## src/hw/rtl/pclp_pkg.sv

```systemverilog
`timescale 1ns / 1ps
`default_nettype none

package pclp_pkg;

	// Parse phase of the field being received.
	typedef enum logic [1:0] {
		PH_BLANKS,
		PH_NUMBER,
		PH_DONE
	} phase_t;

	// Target codes carried with each order word.
	typedef enum logic [2:0] {
		TGT_LED        = 3'd0,
		TGT_SCOPE_DEW  = 3'd1,
		TGT_FINDER_DEW = 3'd2,
		TGT_CAMERA     = 3'd3,
		TGT_SCOPE_CAP  = 3'd4,
		TGT_FINDER_CAP = 3'd5,
		TGT_UNKNOWN    = 3'd6
	} target_t;

	// Characters the parser reacts to.
	localparam logic [7:0] CHAR_NL    = 8'h0A;
	localparam logic [7:0] CHAR_COMMA = 8'h2C;
	localparam logic [7:0] CHAR_PLUS  = 8'h2B;
	localparam logic [7:0] CHAR_MINUS = 8'h2D;
	localparam logic [7:0] CHAR_SPACE = 8'h20;
	localparam logic [7:0] CHAR_TAB   = 8'h09;
	localparam logic [7:0] CHAR_CR    = 8'h0D;
	localparam logic [7:0] CHAR_ZERO  = 8'h30;
	localparam logic [7:0] CHAR_NINE  = 8'h39;

	// Fixed pin numbers of the known targets.
	localparam logic signed [15:0] PIN_SCOPE_DEW  = 16'sd11;
	localparam logic signed [15:0] PIN_FINDER_DEW = 16'sd4;
	localparam logic signed [15:0] PIN_CAMERA     = 16'sd5;
	localparam logic signed [15:0] PIN_SCOPE_CAP  = 16'sd9;
	localparam logic signed [15:0] PIN_FINDER_CAP = 16'sd10;

	// Saturation limits of a parsed field.
	localparam logic signed [15:0] FIELD_MAX = 16'sh7FFF;
	localparam logic signed [15:0] FIELD_MIN = -16'sh8000;

	// Reset value of the LED pin register.
	localparam logic [7:0] LED_PIN_RESET = 8'd13;

endpackage

`default_nettype wire

```

## src/hw/rtl/pin_command_line_parser_unit.sv

```systemverilog
`timescale 1ns / 1ps
`default_nettype none

// Pin command line parser. Serial characters arrive on the rx channel, one word per byte, and
// form lines "pin,value" ended by a newline. Each field is parsed as a signed decimal number
// (leading blanks skipped, one optional sign, digits until the first other character),
// saturating at the 16-bit signed range. A newline that closes a complete line emits one order
// word with the pin, the value and a target code; the LED target follows the led_pin register
// written on the cfg channel (reset value 13), other pins map to fixed codes or to unknown.
// The block takes one byte per clock cycle at full rate; a byte passes an input register and
// the parse update, and an order word is registered in the order register as its newline
// leaves the input register. The one-deep order register sets the stall: input stalls only
// while an order waits and the byte in the input register cannot move on.
module pin_command_line_parser_unit
	import pclp_pkg::*;
(
	input  wire logic               clk,
	input  wire logic               arst_n,
	// Received characters
	input  wire logic               rx_valid,
	output logic                    rx_ready,
	input  wire logic        [7:0]  rx_byte,
	// LED pin register write
	input  wire logic               cfg_valid,
	output logic                    cfg_ready,
	input  wire logic        [7:0]  cfg_data,
	// Completed orders
	output logic                    order_valid,
	input  wire logic               order_ready,
	output logic signed      [15:0] order_pin,
	output logic signed      [15:0] order_value,
	output logic             [2:0]  target
);

	// Input stage
	logic              valid_s1;
	logic [7:0]        byte_s1;
	logic              advance_s1;

	// Parser state
	phase_t            phase_q, phase_d;
	logic              neg_q, neg_d;
	logic signed [15:0] acc_q, acc_d;
	logic              nonempty_q, nonempty_d;
	logic              line_q, line_d;
	logic signed [15:0] pin_q, pin_d;
	logic signed [15:0] value_q, value_d;
	logic [7:0]        led_pin_q;

	// Output register
	logic              order_valid_q;
	logic signed [15:0] order_pin_q;
	logic signed [15:0] order_value_q;
	target_t           target_q;

	// Datapath signals
	logic              is_digit;
	logic              is_blank;
	logic              emit;
	logic [3:0]        digit;
	logic signed [20:0] acc_ext;
	logic signed [20:0] acc_x10;
	logic signed [20:0] acc_neg;
	logic signed [20:0] acc_pos;
	logic signed [15:0] acc_digit;
	target_t           target_d;

	// Handshakes: the input register moves on whenever the order slot is free or draining.
	assign advance_s1 = valid_s1 && (!order_valid_q || order_ready);
	assign rx_ready   = !valid_s1 || advance_s1;
	assign cfg_ready  = 1'b1;

	// Input register.
	always_ff @(posedge clk or negedge arst_n) begin
		if (!arst_n) begin
			valid_s1 <= 1'b0;
		end else if (rx_ready) begin
			valid_s1 <= rx_valid;
		end
	end

	always_ff @(posedge clk) begin
		if (rx_valid && rx_ready) begin
			byte_s1 <= rx_byte;
		end
	end

	// Character classes.
	assign is_digit = (byte_s1 >= CHAR_ZERO) && (byte_s1 <= CHAR_NINE);
	assign is_blank = (byte_s1 == CHAR_SPACE) || ((byte_s1 >= CHAR_TAB) && (byte_s1 <= CHAR_CR));

	// Decimal accumulate with saturation on the side of the sign.
	assign digit   = byte_s1[3:0];
	assign acc_ext = 21'(acc_q);
	assign acc_x10 = (acc_ext <<< 3) + (acc_ext <<< 1);
	assign acc_neg = acc_x10 - $signed({17'd0, digit});
	assign acc_pos = acc_x10 + $signed({17'd0, digit});

	always_comb begin
		if (neg_q) begin
			acc_digit = (acc_neg < 21'(FIELD_MIN)) ? FIELD_MIN : acc_neg[15:0];
		end else begin
			acc_digit = (acc_pos > 21'(FIELD_MAX)) ? FIELD_MAX : acc_pos[15:0];
		end
	end

	// Target lookup of the stored pin; the LED pin takes priority.
	always_comb begin
		if (pin_q == $signed({8'd0, led_pin_q})) begin
			target_d = TGT_LED;
		end else begin
			case (pin_q)
				PIN_SCOPE_DEW:  target_d = TGT_SCOPE_DEW;
				PIN_FINDER_DEW: target_d = TGT_FINDER_DEW;
				PIN_CAMERA:     target_d = TGT_CAMERA;
				PIN_SCOPE_CAP:  target_d = TGT_SCOPE_CAP;
				PIN_FINDER_CAP: target_d = TGT_FINDER_CAP;
				default:        target_d = TGT_UNKNOWN;
			endcase
		end
	end

	// Next parser state for the byte in the input register.
	always_comb begin
		phase_d    = phase_q;
		neg_d      = neg_q;
		acc_d      = acc_q;
		nonempty_d = nonempty_q;
		line_d     = line_q;
		pin_d      = pin_q;
		value_d    = value_q;
		emit       = 1'b0;
		if (byte_s1 == CHAR_NL) begin
			if (nonempty_q) begin
				value_d = acc_q;
				emit    = line_q;
			end
			line_d     = 1'b0;
			phase_d    = PH_BLANKS;
			neg_d      = 1'b0;
			acc_d      = '0;
			nonempty_d = 1'b0;
		end else if (byte_s1 == CHAR_COMMA) begin
			if (nonempty_q) begin
				pin_d  = acc_q;
				line_d = !line_q;
			end else begin
				line_d = 1'b0;
			end
			phase_d    = PH_BLANKS;
			neg_d      = 1'b0;
			acc_d      = '0;
			nonempty_d = 1'b0;
		end else begin
			nonempty_d = 1'b1;
			if (phase_q != PH_DONE) begin
				if (is_digit) begin
					acc_d   = acc_digit;
					phase_d = PH_NUMBER;
				end else if (phase_q == PH_BLANKS && is_blank) begin
					phase_d = PH_BLANKS;
				end else if (phase_q == PH_BLANKS &&
						(byte_s1 == CHAR_PLUS || byte_s1 == CHAR_MINUS)) begin
					neg_d   = (byte_s1 == CHAR_MINUS);
					phase_d = PH_NUMBER;
				end else begin
					phase_d = PH_DONE;
				end
			end
		end
	end

	// Parser state and configuration registers.
	always_ff @(posedge clk or negedge arst_n) begin
		if (!arst_n) begin
			phase_q    <= PH_BLANKS;
			neg_q      <= 1'b0;
			acc_q      <= '0;
			nonempty_q <= 1'b0;
			line_q     <= 1'b0;
			pin_q      <= '0;
			value_q    <= '0;
			led_pin_q  <= LED_PIN_RESET;
		end else begin
			if (advance_s1) begin
				phase_q    <= phase_d;
				neg_q      <= neg_d;
				acc_q      <= acc_d;
				nonempty_q <= nonempty_d;
				line_q     <= line_d;
				pin_q      <= pin_d;
				value_q    <= value_d;
			end
			if (cfg_valid && cfg_ready) begin
				led_pin_q <= cfg_data;
			end
		end
	end

	// Order register.
	always_ff @(posedge clk or negedge arst_n) begin
		if (!arst_n) begin
			order_valid_q <= 1'b0;
		end else if (advance_s1 && emit) begin
			order_valid_q <= 1'b1;
		end else if (order_ready) begin
			order_valid_q <= 1'b0;
		end
	end

	always_ff @(posedge clk) begin
		if (advance_s1 && emit) begin
			order_pin_q   <= pin_q;
			order_value_q <= value_d;
			target_q      <= target_d;
		end
	end

	assign order_valid = order_valid_q;
	assign order_pin   = order_pin_q;
	assign order_value = order_value_q;
	assign target      = target_q;

endmodule

`default_nettype wire

```

## config.mk

```make
export PLATFORM = sky130hd
export DESIGN_NAME = pin_command_line_parser_unit
export DESIGN_NICKNAME = d
export VERILOG_FILES = /design/src/hw/rtl/pclp_pkg.sv /design/src/hw/rtl/pin_command_line_parser_unit.sv
export SDC_FILE = /design/constraint.sdc
export NUM_CORES = 1
export LEC_CHECK = 0
export BUFFER_PORTS_ARGS = -buffer_cell sky130_fd_sc_hd__buf_2
export CORE_UTILIZATION = 60
export CTS_CLUSTER_SIZE = 28
export DETAILED_ROUTE_END_ITERATION = 16
export PLACE_DENSITY = 0.8
export SETUP_SLACK_MARGIN = 0.05
export SYNTH_ARGS = -nofsm -noshare
export SYNTH_HDL_FRONTEND = slang
export SYNTH_SLANG_ARGS = --single-unit
export TNS_END_PERCENT = 20
```

## constraint.sdc

```tcl
create_clock -name clk -period 10.35 [get_ports clk]
set_clock_uncertainty 0.2 [all_clocks]
set_input_delay 1.035 -clock clk [delete_from_list [all_inputs] [get_ports clk]]
set_output_delay 1.035 -clock clk [all_outputs]
set_load 0.005 [all_outputs]
```

After elaboration in Yosys (flattened, before gate mapping)
Index checks and enable logic that the tools add are counted.
{"block": "totals", "ff_bits": 106, "wordCells": 94}
{"block": "op_classes", "add_sub_neg": 3, "order_cmp": 6, "eq_ne": 14, "n_mux": 31, "bitwise": 1, "n_reduce_logical": 25}
{"op": "2-to-1 mux 16 bit", "n": 9}
{"op": "equality test 16 x 4 -> 1 bit, second input constant", "n": 3}
{"op": "equality test 16 x 3 -> 1 bit, second input constant", "n": 2}
{"op": "equality test 8 x 6 -> 1 bit, second input constant", "n": 4}
{"op": "adder 20 x 5 -> 21 bit", "n": 1}
{"op": "greater-than comparator 21 x 16 -> 1 bit, second input constant", "n": 1}
{"op": "< comparator 21 x 16 -> 1 bit, second input constant", "n": 1}
{"op": "subtractor 20 x 5 -> 21 bit", "n": 1}
{"op": "adder 19 x 17 -> 20 bit", "n": 1}
{"op": "equality test 16 x 9 -> 1 bit", "n": 1}
{"op": "2-to-1 mux 1 bit", "n": 15}
{"op": "one-hot mux 3 bit (5 select lines)", "n": 1}
{"op": "2-to-1 mux 2 bit", "n": 6}
{"op": "nonzero test 3 bit", "n": 3}
{"op": "equality test 8 x 4 -> 1 bit, second input constant", "n": 1}
{"op": ">= comparator 8 x 4 -> 1 bit, second input constant", "n": 1}
{"op": ">= comparator 8 x 6 -> 1 bit, second input constant", "n": 1}
{"op": "less-or-equal comparator 8 x 4 -> 1 bit, second input constant", "n": 1}
{"op": "less-or-equal comparator 8 x 6 -> 1 bit, second input constant", "n": 1}
{"op": "logical AND 1 bit", "n": 7}
{"op": "AND reduction 5 bit", "n": 1}
{"op": "logical OR 1 bit", "n": 4}
{"op": "AND reduction 2 bit", "n": 2}
{"op": "AND reduction 4 bit", "n": 1}
{"op": "8 further kinds", "n": 11}

Longest topological paths before layout
{"block": "depth", "ltp_word": 9, "mapped_depth": 13, "mapped_depth_nobuf": 11}

Least setup slack after synthesis
OpenSTA, ideal clock, no wires.
{"block": "synth_path", "path_kind": "register -> register", "start": "register acc_q[0]", "end": "register acc_q[2]", "arrival_time_ns": 3.411, "t_required_ns": 10.010, "path_slack_ns": 6.599, "stages_incl_launch_ff": 13, "synth_period_minus_slack_ns": 3.751, "cell_sequence": "dfrtp_1 ha_1 fa_1 a211oi_2 o21ai_2 xor2_1 nor4_4 nand4_2 or3b_4 mux2i_4 a31oi_4 buf_6 o221ai_2"}
{"block": "synth_via", "elab_chain_len": 9}
{"item": "start: declaration", "line_no": "pin_command_line_parser_unit.sv:43", "source": "logic signed [15:0] acc_q, acc_d;"}
{"item": "start signal: assignment", "line_no": "pin_command_line_parser_unit.sv:178", "source": "acc_q <= '0;"}
{"item": "start signal: assignment", "line_no": "pin_command_line_parser_unit.sv:188", "source": "acc_q <= acc_d;"}
{"item": "adder 19 x 17 -> 20 bit (*)", "line_no": "pin_command_line_parser_unit.sv:95", "source": "assign acc_x10 = (acc_ext <<< 3) + (acc_ext <<< 1);"}
{"item": "adder 20 x 5 -> 21 bit or subtractor 20 x 5 -> 21 bit (tied branches)", "line_no": "pin_command_line_parser_unit.sv:97, pin_command_line_parser_unit.sv:96"}
{"item": "greater-than comparator 21 x 16 -> 1 bit or < comparator 21 x 16 -> 1 bit (tied branches)", "line_no": "pin_command_line_parser_unit.sv:103, pin_command_line_parser_unit.sv:101"}
{"item": "2-to-1 mux 16 bit, on equally long branches", "line_no": "pin_command_line_parser_unit.sv:103, pin_command_line_parser_unit.sv:101"}
{"item": "2-to-1 mux 16 bit (*)", "line_no": "pin_command_line_parser_unit.sv:100", "source": "if (neg_q) begin"}
{"item": "2-to-1 mux 16 bit (*)", "line_no": "pin_command_line_parser_unit.sv:157", "source": "if (is_digit) begin"}
{"item": "2-to-1 mux 16 bit (*)", "line_no": "pin_command_line_parser_unit.sv:156", "source": "if (phase_q != PH_DONE) begin"}
{"item": "2-to-1 mux 16 bit (*)", "line_no": "pin_command_line_parser_unit.sv:143", "source": "end else if (byte_s1 == CHAR_COMMA) begin"}
{"item": "2-to-1 mux 16 bit (*)", "line_no": "pin_command_line_parser_unit.sv:133", "source": "if (byte_s1 == CHAR_NL) begin"}
Mark *: on every way between the ends. The rest lies on a longest branch, timed or not. The select of a mux whose other input is x is not followed.
A chain may end at the register's enable or synchronous reset.

Worst setup path after layout
{"block": "layout_path", "start": "register acc_q[0]", "end": "register acc_q[13]"}
Same word-level chain as after synthesis.

==> run summary <==
Synthesis-to-finish area growth -> 8.72%
First-pass GRT wire length -> 21.1 mm
Most frequent cells in the layout -> nand2_1, dfrtp_1, buf_2, edfxtp_1, mux2_2
Clock sink total -> 106
Root buffer cell -> clkbuf_8
Worst-path cell chain -> ha_1 -> fa_1 -> a211oi_2 -> o211ai_1 -> a21oi_1 -> xor2_1 -> nor3_1 -> nand4_1 -> o41ai_4 -> nand4_2 -> o221ai_1
Layout cells sized above 1 -> 24.5%
#FFs+latches synth -> 106
Crit path kind -> flip-flop to flip-flop
Global routing's busiest layer -> met2
Max Transition Viols Final -> 0
P_leak -> 2.84 nW
Residual DRC -> 0
CORE AREA -> 9860 sq um
Internal -> 0.595 mW
Simple-Gate Fraction of Synth Area -> 17.5%
Adder-cell share of the synthesized area -> 5.25%
# placed instances -> 737
Post-synth EDFFs -> 43
First-pass detailed-route iteration total -> 6
Hold Path Stages -> 0
DRT antenna net count -> 0
Worst Setup Start Kind -> flip-flop
Worst vdd ir -> 0.108 mV
Cell family with most CP delay -> compound AO/OA/AOI/OAI gates
Period utilization -> 42.3%
Worst Tran Pin Value -> 923 ps
Hold buffers post-CTS -> 0
Max Fclk -> 229 MHz
GRT Resource Usage Total -> 26.3%
Cell count after synthesis -> 567
Vert. Die Dim -> 103 microns
H-Tree Level Count -> 3
CP max stage cell -> nand4_2
Die area -> 10600 sq um
Register area -> 2870 sq um
Met1 Use GR -> 34.1%
Setup tns final -> 0 ps
DR WL/cell -> 17.5 microns
Via count -> 4636
Initial core utilization -> 62.3%
DRT Wirelength -> 13.2 mm
Post-synthesis compound-gate area fraction -> 15.6%
YS warnings -> 0
Final hold vios -> 0
Sequential area share after synthesis -> 46.7%
Starting DRC count in detailed routing -> 285
Internal reg-to-reg setup slack -> 5980 ps
Hold wc startpoint -> pin_q[9]
Clock slew at reported path FFs -> 100 ps
Power Density -> 126 nW/um^2
Worst hold path type -> flip-flop to flip-flop
Crit-path max cell delay -> 500 ps
Pin count of the biggest net entering global routing -> 64
Final setup fails -> 0
Chip width -> 103 microns
CTS Buf Count -> 9
GP Congestion -> 0.960
Row count -> 36
Ys async rst share -> 59.4%
Post-synth net total -> 612
Combinational share of power -> 17.0%
Largest family of logic cells by synthesized area -> simple AND/OR/NAND/NOR gates
Worst rel slew slack -> 38.5%
Clock latency on the worst-skew pair -> 380 ps
Utilization after layout -> 67.7%
Longest Clk Path Bufs -> 2
Cell Area, Synth -> 6140 sq um
I/O pin count -> 59
GRT met3 Usage -> 5.31%
Resize count post-CTS -> 0
Worst r2r path cells -> 11
Hold-critical path endpoint -> order_pin[9]
CP bufs+invs -> 0
Fin crit period -> 4370 ps
Mean Syn Cell Area -> 10.8 sq um
Critical R2R Capture -> acc_q[13]
Nets -> 660
Non-filler cells, final -> 753
Status -> finished, final reports clean
Overflow after GRT -> 0
Sw Share -> 29.3%
CTS tree -> yes
Post-CTS Setup Bufs -> 0
Worst r2r src -> acc_q[0]
Critical Path End Type -> flip-flop
IO buf count -> 57
Worst-path maximum fanout -> 13
Synth Flop Type -> dfrtp_1
Arrival @ worst endpoint -> 4460 ps
RSZ-0062 raised after global routing -> no
CP Depth -> 11
# fillers -> 749
Worst path required time -> 10440 ps
Sequential share of power -> 55.3%
Post-DR vias/cell -> 6.16
Yosys cell types -> 83
Initial antenna violation count -> 0
ANT cells -> 0
Met2 Use GR -> 45.0%
Vias in the first global route -> 4234
Xor and xnor area share after synthesis -> 4.52%
Post-DP HPWL -> 9.70 mm
Multi-input logic area -> 3110 sq um
Power share of the clock group -> 27.7%
Switching Power -> 0.246 mW
Max_cap viols -> 0
Most common cell after layout, fill and taps aside -> nand2_1
Multiplexer area fraction after synthesis -> 7.68%
-- through the flow --
| stage | cell area [sq um] | total power [mW] | hold WS (ps) | setup WS [ps] |
|---|---|---|---|---|
| 2_1_floorplan | 6140 | 0.579 | 234 | 6600 |
| 3_3_place_gp | 6500 | 0.610 | 249 | 6170 |
| 3_5_place_dp | 6500 | 0.615 | 251 | 6070 |
| 4_1_cts | 6680 | 0.843 | 275 | 6060 |
| 5_1_grt | 6680 | 0.877 | 298 | 5770 |
| 6_report | 6680 | 0.841 | 277 | 5980 |
-- cells by family after synthesis --
| group | count (synthesis) |
|---|---|
| AOI/OAI and AO/OA | 122 |
| buffers and inverters | 36 |
| and+or+nand+nor | 207 |
| other | 1 |
| adders and majority gates | 24 |
| DFF | 106 |
| muxes | 41 |
| xor gates and xnor gates | 30 |
-- synth_stat cells, types with 4 or more instances --
cell       n  share of area (%)
nand2_1   97                5.9
dfrtp_1   60                 24
or3_1      4               0.41
o31ai_1    4               0.49
o21ai_0   18                1.5
clkbuf_1  16               0.98
ha_1      21                4.3
nand3_1    8               0.65
nand2b_1   6               0.61
a21oi_1   36                2.9
a21o_1     5               0.61
nor2_1    19                1.2
edfxtp_1  43                 21
and4_1     6               0.86
o211ai_1   5               0.61
nor2b_1    4               0.41
and2_1     7               0.71
nor3b_1    4               0.49
a22oi_1    4               0.49
mux2_2    39                7.1
a22oi_2    6                1.2
xor2_1    17                2.4
inv_1     13               0.79
o221ai_2   6                1.5
nand4_1    6               0.61
or4_1      5               0.61
nor4_1     6               0.61
nor3_1    14                1.1
xnor2_1   11                1.6
-- sequential cells by signal (all words and copies together), names as in the netlist --
signal and cells:
neg_q 1, order_valid 1, valid_s1 1, acc_q 16, line_q 1, led_pin_q 8, value_q 16, order_value 16
pin_q 16, byte_s1 8, order_pin 16, nonempty_q 1, phase_q 2, target 3
-- worst max-delay path by stage --
| stage | startpoint | to | slack, ps |
|---|---|---|---|
| final | acc_q[0] | acc_q[13] | 5980 |
| after global routing | acc_q[0] | acc_q[4] | 5770 |
| after CTS | acc_q[0] | acc_q[13] | 6060 |
| after detailed placement | acc_q[0] | acc_q[13] | 6070 |
| after global placement | acc_q[0] | acc_q[13] | 6170 |
| after floorplan | acc_q[0] | acc_q[2] | 6600 |
-- area by class of cell --
class / instances / share of cell area [%]
Multi-Input combinational cell: 425 / 46.6
Sequential cell: 106 / 43.0
Timing Repair Buffer: 59 / 4.50
Tap cell: 133 / 2.49
Clock buffer: 10 / 1.91
Inverter: 14 / 0.787
Clock inverter: 6 / 0.731
-- power by group through the flow --
| stage | sequential [mW] | clock (mW) | combinational (mW) |
|---|---|---|---|
| after floorplan | 0.465 | 0 | 0.114 |
| after global placement | 0.472 | 0 | 0.138 |
| after detailed placement | 0.473 | 0 | 0.142 |
| after CTS | 0.464 | 0.236 | 0.142 |
| after global routing | 0.467 | 0.252 | 0.158 |
| final | 0.465 | 0.233 | 0.143 |
-- metal layers --
layer	up-vias	wire, microns
met4	0	207
li1	2199	-
met3	30	659
met1	2246	5680
met5	-	0
met2	161	6640
(Power assumes the default switching activity.)
